`config.mk`:
```
export PLATFORM = sky130hd
export DESIGN_NAME = co2cf_div
export DESIGN_NICKNAME = d
export VERILOG_FILES = /design/src/sv/co2cf_pkg.sv /design/src/sv/co2cf_div.sv
export SDC_FILE = /design/constraint.sdc
export NUM_CORES = 2
export LEC_CHECK = 0
export ABC_AREA = 1
export BUFFER_PORTS_ARGS = -buffer_cell sky130_fd_sc_hd__clkbuf_2
export CAP_MARGIN = 10
export CORE_UTILIZATION = 45
export CTS_CLUSTER_SIZE = 24
export DETAILED_ROUTE_END_ITERATION = 16
export SLEW_MARGIN = 20
export SYNTH_ARGS = -nofsm -noshare
export SYNTH_HDL_FRONTEND = slang
export SYNTH_SLANG_ARGS = --single-unit
```
`constraint.sdc`:
```
create_clock -name clk -period 6.2 [get_ports clk]
set_input_delay 0.62 -clock clk [delete_from_list [all_inputs] [get_ports clk]]
set_output_delay 0.62 -clock clk [all_outputs]
set_load 0.01 [all_outputs]
```
`src/sv/co2cf_pkg.sv`:
```
`timescale 1ns / 1ps
// ----------------------------------------------------------------------------
// co2cf_pkg
// Shared constants, types and codes of the co2 ppm calibrate and filter block.
// ----------------------------------------------------------------------------
package co2cf_pkg;

  localparam int WindowDefault = 20;

  localparam int CoefW  = 32;
  localparam int AddrW  = 5;
  localparam int TempW  = 7;
  localparam int SwingW = 12;
  localparam int ConcW  = 16;

  localparam int DiffW  = SwingW + 1;
  localparam int TermW  = 25;
  localparam int ProdW  = CoefW + TermW;
  localparam int AccW   = 60;
  localparam int FracW  = 16;

  // dividends stay below 2**DivW, reciprocals are scaled by 2**RecipW
  localparam int DivW   = 23;
  localparam int RecipW = 30;

  localparam int MulSteps  = 6;
  localparam int LiftLimit = 4500;
  localparam int LiftDiv   = 15;
  localparam int LiftBase  = 100;
  localparam int ScaleDiv  = 100;
  localparam int StepLimit = 25;
  localparam int StepDiv   = 20;
  localparam int SatLimit  = 6553600;
  localparam int OutMax    = 65535;

  typedef enum logic [2:0] {
    REG_TEMP    = 3'd0,
    REG_DIFF    = 3'd1,
    REG_TEMP_SQ = 3'd2,
    REG_DIFF_SQ = 3'd3,
    REG_CROSS   = 3'd4,
    REG_OFFSET  = 3'd5
  } reg_idx_t;

  typedef enum logic [3:0] {
    ST_IDLE,
    ST_MUL,
    ST_ABS,
    ST_LIFT_DIV,
    ST_SCALE_DIV,
    ST_RING,
    ST_RING_RD,
    ST_RING_DIV,
    ST_LIMIT,
    ST_LIMIT_DIV,
    ST_SMOOTH,
    ST_DONE
  } state_t;

  typedef struct packed {
    logic              go;
    logic [DivW-1:0]   dividend;
    logic [RecipW-1:0] recip;
  } div_req_t;

  typedef struct packed {
    logic            done;
    logic [DivW-1:0] quot;
  } div_rsp_t;

endpackage

```
`src/sv/co2cf_div.sv`:
```
`timescale 1ns / 1ps
// ----------------------------------------------------------------------------
// co2cf_div
// Divide by a constant through reciprocal multiplication, shared by every divide step.
// ----------------------------------------------------------------------------
module co2cf_div (
  input  logic                clk,
  input  logic                rst,
  input  co2cf_pkg::div_req_t req,
  output co2cf_pkg::div_rsp_t rsp
);
  import co2cf_pkg::*;

  logic [DivW-1:0]        dvnd;
  logic [RecipW-1:0]      recip;
  logic [DivW+RecipW-1:0] prod;
  logic                   busy;
  logic                   done;

  // operands latched on go, product and done registered on the next cycle
  always_ff @(posedge clk) begin
    if (rst) begin
      busy <= 1'b0;
      done <= 1'b0;
    end else begin
      done <= 1'b0;
      if (req.go) begin
        dvnd  <= req.dividend;
        recip <= req.recip;
        busy  <= 1'b1;
      end else if (busy) begin
        prod <= dvnd * recip;
        busy <= 1'b0;
        done <= 1'b1;
      end
    end
  end

  // quotient is the product scaled back by the reciprocal weight
  assign rsp.done = done;
  assign rsp.quot = prod[DivW+RecipW-1:RecipW];

endmodule

```
==> metrics <==
Critical R2R Launch recip[10]; Post-synth EDFFs between 70 and 80; Slowest-stage cell, CP fa_1; Crit Path Class register to register; CTS tree yes; FF+latch area ~2300 um2; failing checks setup timing; Area after DPL 28100 um2; vias per cell ~4.9; top cells by area, synth fa_1 46%, inv_1 14%, nand2_1 13%; Core Footprint ~55000 um2; Syn Nets between 3000 and 4000; status finished, violations left; post-synthesis sequential area ratio a little under a tenth; Rel. slew slack between 30% and 40%; Layout Nets approximately 4200; post-layout min period ~6300 ps; hold_buf cts 0; Worst setup SP type register; initial drt markers approximately 1200; library cells used by synthesis 31; antenna-violating nets left 0; wirelength, routed 71.8 mm; Filler cells 5066; Synth Area in Simple Gates between 10% and 20%; Reg clk slew, reported paths ~80 ps; chip width between 200 and 250 um; RSZ-0062 raised after global routing true; post-synth top area share between 40% and 50%; Synth Area in Compound Gates 3.03%; Syn. warnings 0; first-pass GRT wire length approximately 120 mm; grt total ovfl 0; Synth Instances between 3000 and 4000; critical path startpoint recip[10]; slowest stage delay, CP just under 600 ps; setup tns final -421 ps; xor-xnor portion of the synthesized cell area less than 1%; Max-Cap Viols 0; Slew @ Worst Pin 936 ps; arrival time at the worst endpoint 6490 ps; CTS root buf clkbuf_16; initial antenna violation count 0; layout cells sized above 1 between 10% and 20%; Worst Hold Launch req[47]; Critical Path RT approximately 6400 ps; Seq cells post-synth just under 80; design area slightly above 30000 um2; vias in the first global route between 20000 and 25000; DIE AREA between 50000 and 60000 um2; Multi-input gate area 20200 um2; syn_area_per_cell between 8 and 9 um2; crit-path cells buf_6 > buf_6 > nand2_2 > inv_1 > fa_1 > fa_1 > inv_2 > fa_1 > fa_1 > fa_1 > inv_1 > fa_1 > fa_2 > ha_4 > nand2_4 > o21ai_1 > a21oi_2 > buf_4 > o21ai_0 > nand2_1 > nand4_1 > nand2_1; H-Tree Depth 3; period utilisation layout 102%; post-place setup slack -376 ps; Hold Crit Class primary input to register; largest fanout on the critical path 6; total number of vias between 20000 and 25000; number of port buffers 79; # IOs 80; mux contribution to synthesized area 0%; most frequent CP cell fa_1; Area growth syn-to-layout 19.5%; Starting Density between 40% and 50%; final setup margin -133 ps; number of buffers created by CTS 9; # DRC 0; leading area contributor after synthesis fa_1; Hold Vio Cnt, Final 0; f_max 0.158 GHz; Clock Tree Buf Depth 2; Post-synth ARST share 0%; Final setup viols 8; Adder-Cell Fraction of Synth Area a little over half; Fin Clk Skew 17.9 ps; hpwl dp between 60 and 70 mm; routability cong. 0.936; die height between 200 and 250 um; clk_lat worst skew slightly above 400 ps; largest family of logic cells by synthesized area adder cells; Rows 86; clk sinks 78; diode count 0; Initial DRT Pass Iterations 6; pin count of the biggest net entering global routing 54; Post-Synthesis Cell Area approximately 25000 um2; Crit. End Element register; GRT Util Overall around a quarter; top_reg_cell synth edfxtp_1; DR WL/cell approximately 17 um; Final Max Tran Viols 0; worst hold slack around 380 ps
==> cell usage in the layout (no fill, tap or decap), drive strengths merged <==
cell type / count
o21ai: 48
fa: 584
xor2: 3
o21a: 5
nor3b: 2
o21bai: 7
a21boi: 5
nor4: 5
clkbuf: 90
edfxtp: 76
nand2b: 1
a21oi: 73
nor2: 94
clkinv: 3
xnor2: 5
buf: 233
a21o: 4
inv: 985
nand3: 38
dfxtp: 2
nand4: 19
ha: 176
nand2: 888
nor3: 9
==> area by class of cell <==
type / count / share of cell area (%)
Inverter: 981 / 12.2
Clock buffer: 9 / 0.744
Multi-Input combinational cell: 1966 / 66.6
Timing Repair Buffer: 314 / 9.50
Tap cell: 748 / 3.09
Clock inverter: 7 / 0.252
Sequential cell: 78 / 7.67
==> synthesized netlist by cell type, types with 4 or more instances <==
cell / n
inv_1: 978
nand2_1: 886
fa_1: 584
ha_1: 176
clkbuf_1: 127
nor2_1: 89
edfxtp_1: 76
a21oi_1: 73
o21ai_0: 45
nand3_1: 38
nand4_1: 19
nor3_1: 8
o21bai_1: 7
nor2_2: 5
nor4_1: 5
o21a_1: 5
xnor2_1: 5
a21o_1: 4
==> flip-flops by register name, indices dropped and copies added, names as in the netlist <==
signal,flops
recip,30
dvnd,23
prod,23
busy,1
done,1
==> final timing paths <==
path | endpoint | slack, ps | cells past startpoint
hold / removal | dvnd[17] | 380 | 1
setup / recovery | prod[44] | -130 | 22
setup reg to reg | prod[44] | -130 | 22
hold reg to reg | done | 480 | 1
==> metrics by stage <==
step,cells,util (%)
after detailed placement,4043,50.7
after CTS,4069,52.0
after global routing,4103,54.6
after floorplan,3155,-
after global placement,4043,50.7
final,4103,54.6
==> cell families after synthesis <==
family,Yosys count
simple gates,1056
buf+inv,1111
xor+xnor,8
compound gates,142
flops,78
fa+ha+maj,760
==> layer usage <==
layer	vias to the layer above	global-route usage [%]	wire (um)
li1	9280	-	-
met1	10208	35.3	30600
met2	586	44.5	35100
met3	107	3.95	3940
met4	0	8.26	2100
met5	-	0	0
==> critical path: cells and delay by family, from the launching register on <==
kind / cells / cell delay, ps
AND/OR/NAND/NOR: 5 / 420
flip-flops: 1 / 560
adder cells (fa/ha/maj): 8 / 3870
buffers and inverters: 6 / 610
AO/OA/AOI/OAI: 3 / 600
==> repair_timing <==
item                       in CTS  in global routing
setup endpoints to repair      23                 23
gates cloned                    1                  3
pin swaps                      38                103
buffers inserted               10                 30
resized for setup              93                310
Power is left out: the tool's default activity adds up to more than one toggle a clock period on the data nets, which glitch-free logic cannot reach.
